===== src/sv/etl_pkg.sv =====
package etl_pkg;

  // Default sizing of the lexer.
  localparam int MANTISSA_BITS_DEFAULT       = 32;
  localparam int MAX_WORD_LETTERS_DEFAULT    = 9;
  localparam int MAX_FRACTION_DIGITS_DEFAULT = 15;

  // Fixed field widths of a token.
  localparam int CHAR_W     = 8;
  localparam int KIND_W     = 3;
  localparam int OP_W       = 3;
  localparam int FUNC_W     = 2;
  localparam int MANT_OUT_W = 32;
  localparam int FRAC_W     = 4;
  localparam int WLEN_W     = 4;

  // Token kinds.
  typedef enum logic [KIND_W-1:0] {
    KIND_NUMBER   = 3'd0,
    KIND_OPERATOR = 3'd1,
    KIND_VARIABLE = 3'd2,
    KIND_FUNCTION = 3'd3,
    KIND_OPEN     = 3'd4,
    KIND_CLOSE    = 3'd5,
    KIND_ERROR    = 3'd6,
    KIND_END      = 3'd7
  } kind_t;

  // Operator codes.
  localparam logic [OP_W-1:0] OP_PLUS   = 3'd0;
  localparam logic [OP_W-1:0] OP_MINUS  = 3'd1;
  localparam logic [OP_W-1:0] OP_TIMES  = 3'd2;
  localparam logic [OP_W-1:0] OP_DIVIDE = 3'd3;
  localparam logic [OP_W-1:0] OP_POWER  = 3'd4;

  // Function names in upper case, in function code order.
  localparam int NUM_FUNCS = 4;
  localparam logic [23:0] FUNC_NAMES [NUM_FUNCS] = '{"SIN", "COS", "TAN", "EXP"};

  // Setting this mask on an upper-case name gives its lower-case spelling.
  localparam logic [23:0] LOWER_MASK = 24'h202020;

  // One output token.
  typedef struct packed {
    kind_t                  kind;
    logic [OP_W-1:0]        op;
    logic [FUNC_W-1:0]      func;
    logic [MANT_OUT_W-1:0]  mant;
    logic [FRAC_W-1:0]      frac;
    logic                   ovf;
    logic                   last;
  } token_t;

endpackage


===== src/sv/expression_token_lexer.sv =====
// Expression token lexer: takes one ASCII character per transaction and
// returns tokens (numbers, operators, x, sin/cos/tan/exp, parentheses, errors
// and an end token on character 0). A character is taken in every cycle and
// its tokens go to the queue; tokens leave at one per cycle while token_ready
// is high. A character that closes a number or word yields two tokens, and a
// four-entry token queue absorbs them: character_ready is high while at
// least two queue entries are free. With token_ready held high the queue
// never holds more than two tokens, so a character is taken in every cycle;
// only a stalled token port can fill the queue and drop character_ready.
module expression_token_lexer #(
  parameter int MANTISSA_BITS       = etl_pkg::MANTISSA_BITS_DEFAULT,
  parameter int MAX_WORD_LETTERS    = etl_pkg::MAX_WORD_LETTERS_DEFAULT,
  parameter int MAX_FRACTION_DIGITS = etl_pkg::MAX_FRACTION_DIGITS_DEFAULT
) (
  input  logic                              clk,
  input  logic                              rst,
  input  logic [etl_pkg::CHAR_W-1:0]        character,
  input  logic                              character_valid,
  output logic                              character_ready,
  output logic [etl_pkg::KIND_W-1:0]        token_kind,
  output logic [etl_pkg::OP_W-1:0]          operator_code,
  output logic [etl_pkg::FUNC_W-1:0]        function_code,
  output logic [etl_pkg::MANT_OUT_W-1:0]    mantissa,
  output logic [etl_pkg::FRAC_W-1:0]        fraction_digits,
  output logic                              overflow,
  output logic                              last,
  output logic                              token_valid,
  input  logic                              token_ready
);
  import etl_pkg::*;

  localparam int QDEPTH = 4;
  localparam int QPTR_W = $clog2(QDEPTH);
  localparam int QCNT_W = QPTR_W + 1;
  localparam int PROD_W = MANTISSA_BITS + 4;

  typedef enum logic [1:0] {
    MODE_IDLE,
    MODE_NUMBER,
    MODE_WORD
  } mode_t;

  // Scan state.
  mode_t                     scan_mode, scan_mode_next;
  logic [MANTISSA_BITS-1:0]  number_value, number_value_next;
  logic [FRAC_W-1:0]         fraction_count, fraction_count_next;
  logic                      dot_seen, dot_seen_next;
  logic                      second_dot_seen, second_dot_seen_next;
  logic                      value_saturated, value_saturated_next;
  logic [WLEN_W-1:0]         word_length, word_length_next;
  logic [CHAR_W-1:0]         word_letters [3];

  // Token queue.
  token_t                    queue_mem [QDEPTH];
  logic [QPTR_W-1:0]         wr_ptr, rd_ptr;
  logic [QCNT_W-1:0]         count;

  logic                      accept, pop;
  logic                      is_digit, is_dot, is_num, is_letter, is_space;
  logic                      run_num, start_num, run_word, start_word, go_idle;
  logic                      flush_v, tok_v;
  token_t                    flush_tok, tok, word_tok, push0_tok;
  logic [1:0]                push_n;

  // Number datapath signals.
  logic [MANTISSA_BITS-1:0]  nb_val;
  logic [FRAC_W-1:0]         nb_frac;
  logic                      nb_dot, nb_dot2, nb_sat;
  logic [PROD_W-1:0]         nb_prod;
  logic [3:0]                digit;

  // Word datapath signals.
  logic [WLEN_W-1:0]         wb_idx;
  logic                      letter_we;
  logic                      func_hit;
  logic [FUNC_W-1:0]         func_code;

  assign accept          = character_valid && character_ready;
  assign character_ready = (count <= QCNT_W'(QDEPTH - 2));
  assign token_valid     = (count != '0);
  assign pop             = token_valid && token_ready;

  // Character classes.
  assign is_digit  = (character >= "0") && (character <= "9");
  assign is_dot    = (character == ".");
  assign is_num    = is_digit || is_dot;
  assign is_letter = ((character >= "A") && (character <= "Z")) ||
                     ((character >= "a") && (character <= "z"));
  assign is_space  = (character == " ") || ((character >= 8'd9) && (character <= 8'd13));
  assign digit     = character[3:0];

  // Function name match on a word of exactly three letters.
  always_comb begin
    func_hit  = 1'b0;
    func_code = '0;
    for (int f = 0; f < NUM_FUNCS; f++) begin
      if (!func_hit && (word_length == WLEN_W'(3)) &&
          (({word_letters[0], word_letters[1], word_letters[2]} == FUNC_NAMES[f]) ||
           ({word_letters[0], word_letters[1], word_letters[2]} ==
            (FUNC_NAMES[f] | LOWER_MASK)))) begin
        func_hit  = 1'b1;
        func_code = FUNC_W'(f);
      end
    end
  end

  always_comb begin
    word_tok = '0;
    if (func_hit) begin
      word_tok.kind = KIND_FUNCTION;
      word_tok.func = func_code;
    end else begin
      word_tok.kind = KIND_ERROR;
    end
  end

  // Decide what this character does: extend a run, close it, start one.
  always_comb begin
    scan_mode_next = scan_mode;
    run_num    = 1'b0;
    start_num  = 1'b0;
    run_word   = 1'b0;
    start_word = 1'b0;
    go_idle    = 1'b0;
    flush_v    = 1'b0;
    flush_tok  = '0;
    tok_v      = 1'b0;
    tok        = '0;
    if (accept) begin
      unique case (scan_mode)
        MODE_NUMBER: begin
          if (is_num) begin
            run_num = 1'b1;
          end else begin
            flush_v        = 1'b1;
            flush_tok.kind = KIND_NUMBER;
            flush_tok.mant = MANT_OUT_W'(number_value);
            flush_tok.frac = fraction_count;
            flush_tok.ovf  = value_saturated;
            go_idle        = 1'b1;
          end
        end
        MODE_WORD: begin
          if (is_letter && (word_length < WLEN_W'(MAX_WORD_LETTERS))) begin
            run_word = 1'b1;
          end else begin
            flush_v   = 1'b1;
            flush_tok = word_tok;
            go_idle   = 1'b1;
          end
        end
        default: begin
          go_idle = 1'b1;
        end
      endcase

      if (go_idle) begin
        scan_mode_next = MODE_IDLE;
        if (character == 8'd0) begin
          tok_v     = 1'b1;
          tok.kind  = KIND_END;
          tok.last  = 1'b1;
        end else if (!is_space) begin
          tok_v = 1'b1;
          unique case (character)
            "(": tok.kind = KIND_OPEN;
            ")": tok.kind = KIND_CLOSE;
            "+": begin tok.kind = KIND_OPERATOR; tok.op = OP_PLUS;   end
            "-": begin tok.kind = KIND_OPERATOR; tok.op = OP_MINUS;  end
            "*": begin tok.kind = KIND_OPERATOR; tok.op = OP_TIMES;  end
            "/": begin tok.kind = KIND_OPERATOR; tok.op = OP_DIVIDE; end
            "^": begin tok.kind = KIND_OPERATOR; tok.op = OP_POWER;  end
            "x", "X": tok.kind = KIND_VARIABLE;
            default: begin
              if (is_num) begin
                tok_v          = 1'b0;
                start_num      = 1'b1;
                scan_mode_next = MODE_NUMBER;
              end else if (is_letter) begin
                tok_v          = 1'b0;
                start_word     = 1'b1;
                scan_mode_next = MODE_WORD;
              end else begin
                tok.kind = KIND_ERROR;
              end
            end
          endcase
        end
      end
    end
  end

  // Number run: one digit is a multiply by ten plus the digit, with saturation.
  always_comb begin
    nb_val  = start_num ? '0   : number_value;
    nb_frac = start_num ? '0   : fraction_count;
    nb_dot  = start_num ? 1'b0 : dot_seen;
    nb_dot2 = start_num ? 1'b0 : second_dot_seen;
    nb_sat  = start_num ? 1'b0 : value_saturated;
    nb_prod = PROD_W'({nb_val, 3'b000}) + PROD_W'({nb_val, 1'b0}) + PROD_W'(digit);

    number_value_next    = number_value;
    fraction_count_next  = fraction_count;
    dot_seen_next        = dot_seen;
    second_dot_seen_next = second_dot_seen;
    value_saturated_next = value_saturated;
    if (run_num || start_num) begin
      number_value_next    = nb_val;
      fraction_count_next  = nb_frac;
      dot_seen_next        = nb_dot;
      second_dot_seen_next = nb_dot2;
      value_saturated_next = nb_sat;
      if (is_dot) begin
        if (nb_dot) begin
          second_dot_seen_next = 1'b1;
        end else begin
          dot_seen_next = 1'b1;
        end
      end else if (nb_dot2 || nb_sat) begin
        // Digits after a second dot or after saturation are ignored.
      end else if (nb_dot && (nb_frac >= FRAC_W'(MAX_FRACTION_DIGITS))) begin
        // Fraction digits past the limit are dropped.
      end else if (nb_prod[PROD_W-1:MANTISSA_BITS] != '0) begin
        number_value_next    = '1;
        value_saturated_next = 1'b1;
      end else begin
        number_value_next = nb_prod[MANTISSA_BITS-1:0];
        if (nb_dot) begin
          fraction_count_next = nb_frac + FRAC_W'(1);
        end
      end
    end
  end

  // Word run: keep the first three letters and count all of them.
  always_comb begin
    wb_idx           = start_word ? '0 : word_length;
    word_length_next = word_length;
    letter_we        = 1'b0;
    if (run_word || start_word) begin
      word_length_next = wb_idx + WLEN_W'(1);
      letter_we        = (wb_idx < WLEN_W'(3));
    end
  end

  // Queue push: a closed run's token goes first, then the character's token.
  always_comb begin
    push_n    = 2'(flush_v) + 2'(tok_v);
    push0_tok = flush_v ? flush_tok : tok;
  end

  // Scan state and queue control.
  always_ff @(posedge clk) begin
    if (rst) begin
      scan_mode       <= MODE_IDLE;
      number_value    <= '0;
      fraction_count  <= '0;
      dot_seen        <= 1'b0;
      second_dot_seen <= 1'b0;
      value_saturated <= 1'b0;
      word_length     <= '0;
      wr_ptr          <= '0;
      rd_ptr          <= '0;
      count           <= '0;
    end else begin
      scan_mode       <= scan_mode_next;
      number_value    <= number_value_next;
      fraction_count  <= fraction_count_next;
      dot_seen        <= dot_seen_next;
      second_dot_seen <= second_dot_seen_next;
      value_saturated <= value_saturated_next;
      word_length     <= word_length_next;
      wr_ptr          <= wr_ptr + QPTR_W'(push_n);
      if (pop) begin
        rd_ptr <= rd_ptr + QPTR_W'(1);
      end
      count <= count + QCNT_W'(push_n) - QCNT_W'(pop);
    end
  end

  // Letter store and queue entries hold payload only.
  always_ff @(posedge clk) begin
    if (letter_we) begin
      word_letters[wb_idx[1:0]] <= character;
    end
    if (push_n != 2'd0) begin
      queue_mem[wr_ptr] <= push0_tok;
    end
    if (push_n == 2'd2) begin
      queue_mem[wr_ptr + QPTR_W'(1)] <= tok;
    end
  end

  // Head of the queue drives the token port.
  assign token_kind      = queue_mem[rd_ptr].kind;
  assign operator_code   = queue_mem[rd_ptr].op;
  assign function_code   = queue_mem[rd_ptr].func;
  assign mantissa        = queue_mem[rd_ptr].mant;
  assign fraction_digits = queue_mem[rd_ptr].frac;
  assign overflow        = queue_mem[rd_ptr].ovf;
  assign last            = queue_mem[rd_ptr].last;

endmodule


===== config.mk =====
export PLATFORM = sky130hd
export DESIGN_NAME = expression_token_lexer
export DESIGN_NICKNAME = d
export VERILOG_FILES = /design/src/sv/etl_pkg.sv /design/src/sv/expression_token_lexer.sv
export SDC_FILE = /design/constraint.sdc
export NUM_CORES = 1
export LEC_CHECK = 0
export ABC_AREA = 1
export BUFFER_PORTS_ARGS = -buffer_cell sky130_fd_sc_hd__buf_2
export CORE_MARGIN = 2
export CORE_UTILIZATION = 29
export DETAILED_ROUTE_END_ITERATION = 6
export PLACE_DENSITY_LB_ADDON = 0.25
export REMOVE_ABC_BUFFERS = 1
export SETUP_SLACK_MARGIN = 0.05
export SLEW_MARGIN = 20
export SYNTH_ARGS = -nofsm -noshare
export SYNTH_HDL_FRONTEND = slang
export SYNTH_SLANG_ARGS = --single-unit

===== constraint.sdc =====
create_clock -name clk -period 5.8 [get_ports clk]
set_clock_uncertainty 0.2 [all_clocks]
set_input_delay 1.16 -clock clk [delete_from_list [all_inputs] [get_ports clk]]
set_output_delay 1.16 -clock clk [all_outputs]
set_load 0.05 [all_outputs]

==> implementation parameters <==
Parameter                              Value

Critical path
  Worst EP required ... 5980 ps
  Crit Path Class ... primary input to flop
  Kind of launch point of the worst setup path ... primary input
  Critical path data arrival time ... 5270 ps
  Delay of the slowest critical-path stage ... 350 ps
  Most frequent cell on the critical path ... sky130_fd_sc_hd__nand2_1
  Endpoint class of the critical path ... flop
  Start of the worst register-to-register path ... scan_mode[0]$_SDFFE_PP0P_
  Critical Path Source ... character[3]
  CP max stage cell ... sky130_fd_sc_hd__ha_1
  Worst-path maximum fanout ... 41

Synth
  Main synth FF type ... sky130_fd_sc_hd__dfxtp_1
  Sequential-to-total area share from yosys stat ... 40.4%
  Number of warnings reported in the yosys synthesis log ... 0
  Proportion of register bits with asynchronous set or reset after synthesis ... 0%
  Per-instance average area after synthesis ... 7.50 um^2
  Mapped Area ... about 0.014 mm^2
  Number of enable-type register cells in the synthesized netlist ... 52
  Count of cell types in the netlist ... 51
  Flops & latches, synth ... 262
  Cells after synthesis ... approximately 1.9k

Routing
  Iteration-0 DRC Markers ... 955
  Vias ... ~13k
  Number of iterations in the first detailed-routing pass ... 7
  Final wirelength ... 41400 um
  Number of vias per cell ... 4.94
  Post-route DRC violation count ... 0
  Residual antenna-violating net count after detailed routing ... 0
  Average routed wire per standard cell ... between 15 and 20 um

Final layout
  Area of all sequential standard cells ... 0.00577 mm^2
  Commonest non-fill, non-tap cell in the layout ... sky130_fd_sc_hd__nand2_1
  Layout filler cell count ... approximately 5.2k
  Share of post-route cells with drive strength above 1 ... between 10% and 20%
  Area used by multi-input combinational logic ... 0.00745 mm^2
  Number of antenna cells inserted ... 0
  Commonest non-fill, non-tap cells in the layout ... sky130_fd_sc_hd__nand2_1 (314), sky130_fd_sc_hd__o21ai_0 (279), sky130_fd_sc_hd__dfxtp_1 (209), sky130_fd_sc_hd__nand3_1 (192), sky130_fd_sc_hd__nor2_1 (191)
  Number of nets in the layout ... around 2.0k
  Relative area change from synthesis to final layout ... 12.6%

CTS
  Maximum count of clock buffers along a single path ... 3
  Maximum level of the CTS H-tree ... 1
  Number of CTS-inserted buffers ... 27
  Sinks on the clock net ... 262
  Number of cells upsized or downsized after cts ... 0
  CTS hold repair buffers ... 0
  Root Driver ... sky130_fd_sc_hd__clkbuf_16
  Clk pin slew, worst setup/hold paths ... 60 ps
  Clock tree from TritonCTS ... built
  Clock insertion delay at the later pin of the skew report ... roughly 550 ps
  Number of buffers inserted by post-CTS setup repair ... 0

STA
  Maximum clock frequency ... about 0.2 GHz
  Worst slew margin relative to its limit ... 33.6%
  Sum of negative setup slack ... 0 ps
  Final critical-path share of the clock period ... 87.8%
  Transition time of the tightest slew-check pin ... 996 ps
  Worst setup margin ... 710 ps
  Max Slew Vio Count ... 0
  Final hold slack ... 258 ps
  RSZ-0062 raised after global routing ... false
  Final setup viols ... 0
  Number of hold-slack violations in the final timing report ... 0
  Final Critical Period ... 5090 ps

Floorplan
  Initial standard-cell utilization of the core ... 29.3%
  Placement Rows ... 81
  # IOs ... 60
  Die Outline Area ... 0.0510 mm^2
  Width of the die ... 226 um
  Core region area ... slightly below 0.05 mm^2
  Overall die height ... 226 um

Global routing
  Total global routing overflow ... 0
  Combined global-route utilization of all metal layers ... 16.1%
  Vias in the first global route ... 12.2k
  Pin count of the biggest net entering global routing ... 93
  First-pass GRT wire length ... 66300 um
  Number of antenna violations at the first check in global routing ... 0

Placed design
  Number of I/O port buffers ... 59
  Detailed Place HPWL ... 28200 um
  Placer congestion estimate ... 0.879
  Worst setup slack after placement ... 150 ps

Run status
  Run status ... completed

Worst hold path
  Worst min-delay path class ... flop to flop
  Hold Crit Start ... queue_mem[3][25]$_SDFFE_PP0P_

Power and ir drop
  Max VDD drop ... around 200 uV
  Post-route total power ... 5.15 mW
  Total leakage power ... between 6 and 7 nW
  Power Density ... 321 mW/mm^2

Flow run
  Max-capacitance violation count ... 0
==> synth_stat cells, drive strengths merged, types with 12 or more instances <==
cell | count | area [um^2]
a21oi | 114 | 691
buf | 30 | 181
clkbuf | 74 | 278
dfxtp | 210 | 4200
edfxtp | 52 | 1560
ha | 76 | 951
inv | 162 | 611
nand2 | 323 | 1250
nand3 | 200 | 1060
nand4 | 12 | 75.1
nor2 | 201 | 828
nor3 | 21 | 110
o21ai | 313 | 1600
o22ai | 46 | 288
xor2 | 22 | 193
==> critical path, delay by kind of cell <==
| kind | cells | cell delay, ps |
|---|---|---|
| AO/OA/AOI/OAI | 5 | 810 |
| adder cells (fa/ha/maj) | 2 | 590 |
| buffers and inverters | 5 | 880 |
| AND/OR/NAND/NOR | 15 | 1790 |
==> metrics by stage <==
stage	instance area [um^2]	utilization, %	std cells
after detailed placement	15200	31.1	2549
after floorplan	13800	-	1801
after global placement	15200	31.1	2549
after global routing	16100	33.0	2598
final	16100	33.0	2598
after CTS	16100	33.0	2598
==> state kept, by name, indices dropped and copies added, names as in the netlist, named ones only <==
register / flops
word_letters: 24
second_dot_seen: 1
number_value: 32
queue_mem: 184
word_length: 4
count: 3
wr_ptr: 2
dot_seen: 1
fraction_count: 4
value_saturated: 1
scan_mode: 2
rd_ptr: 2
==> final cells by class <==
class / instances / share of cell area, %
inverter: 162 / 3.80
clock inverter: 15 / 1.05
multi-input combinational: 1377 / 46.3
timing repair buffer: 84 / 3.16
sequential: 262 / 35.9
clock buffer: 34 / 4.61
tap: 664 / 5.17
==> power by group <==
part	total [mW]	internal [mW]	switching (mW)
registers	1.93	1.90	0.0243
clock network	1.78	1.04	0.741
logic	1.45	0.299	1.15
==> logic make-up after synthesis <==
logic type	synth area share, %
DFF	40.4
and+or+nand+nor	24.0
adders and majority gates	7.08
buffers and inverters	7.49
xor gates and xnor gates	1.78
AOI/OAI and AO/OA	19.3
==> routing by layer <==
metal  vias to the layer above  share of wire (%)  wire, um  GRT usage (%)
li1                       6476                  -         -              -
met1                      6021                 49     20500           22.8
met2                       293                 45     18400           26.2
met3                        52                4.1      1710           1.57
met4                         0                2.0       827           4.04
met5                         -                  0         0              0
==> worst paths after layout <==
check / to / slack, ps / cells after the start
max: number_value[30]$_SDFFE_PP0P_ / 710 / 27
min: queue_mem[3][25]$_SDFFE_PP0P_ / 260 / 2
max reg2reg: number_value[30]$_SDFFE_PP0P_ / 1330 / 23
min reg2reg: queue_mem[3][25]$_SDFFE_PP0P_ / 260 / 2
No activity file was read; power rests on OpenSTA's default activity.
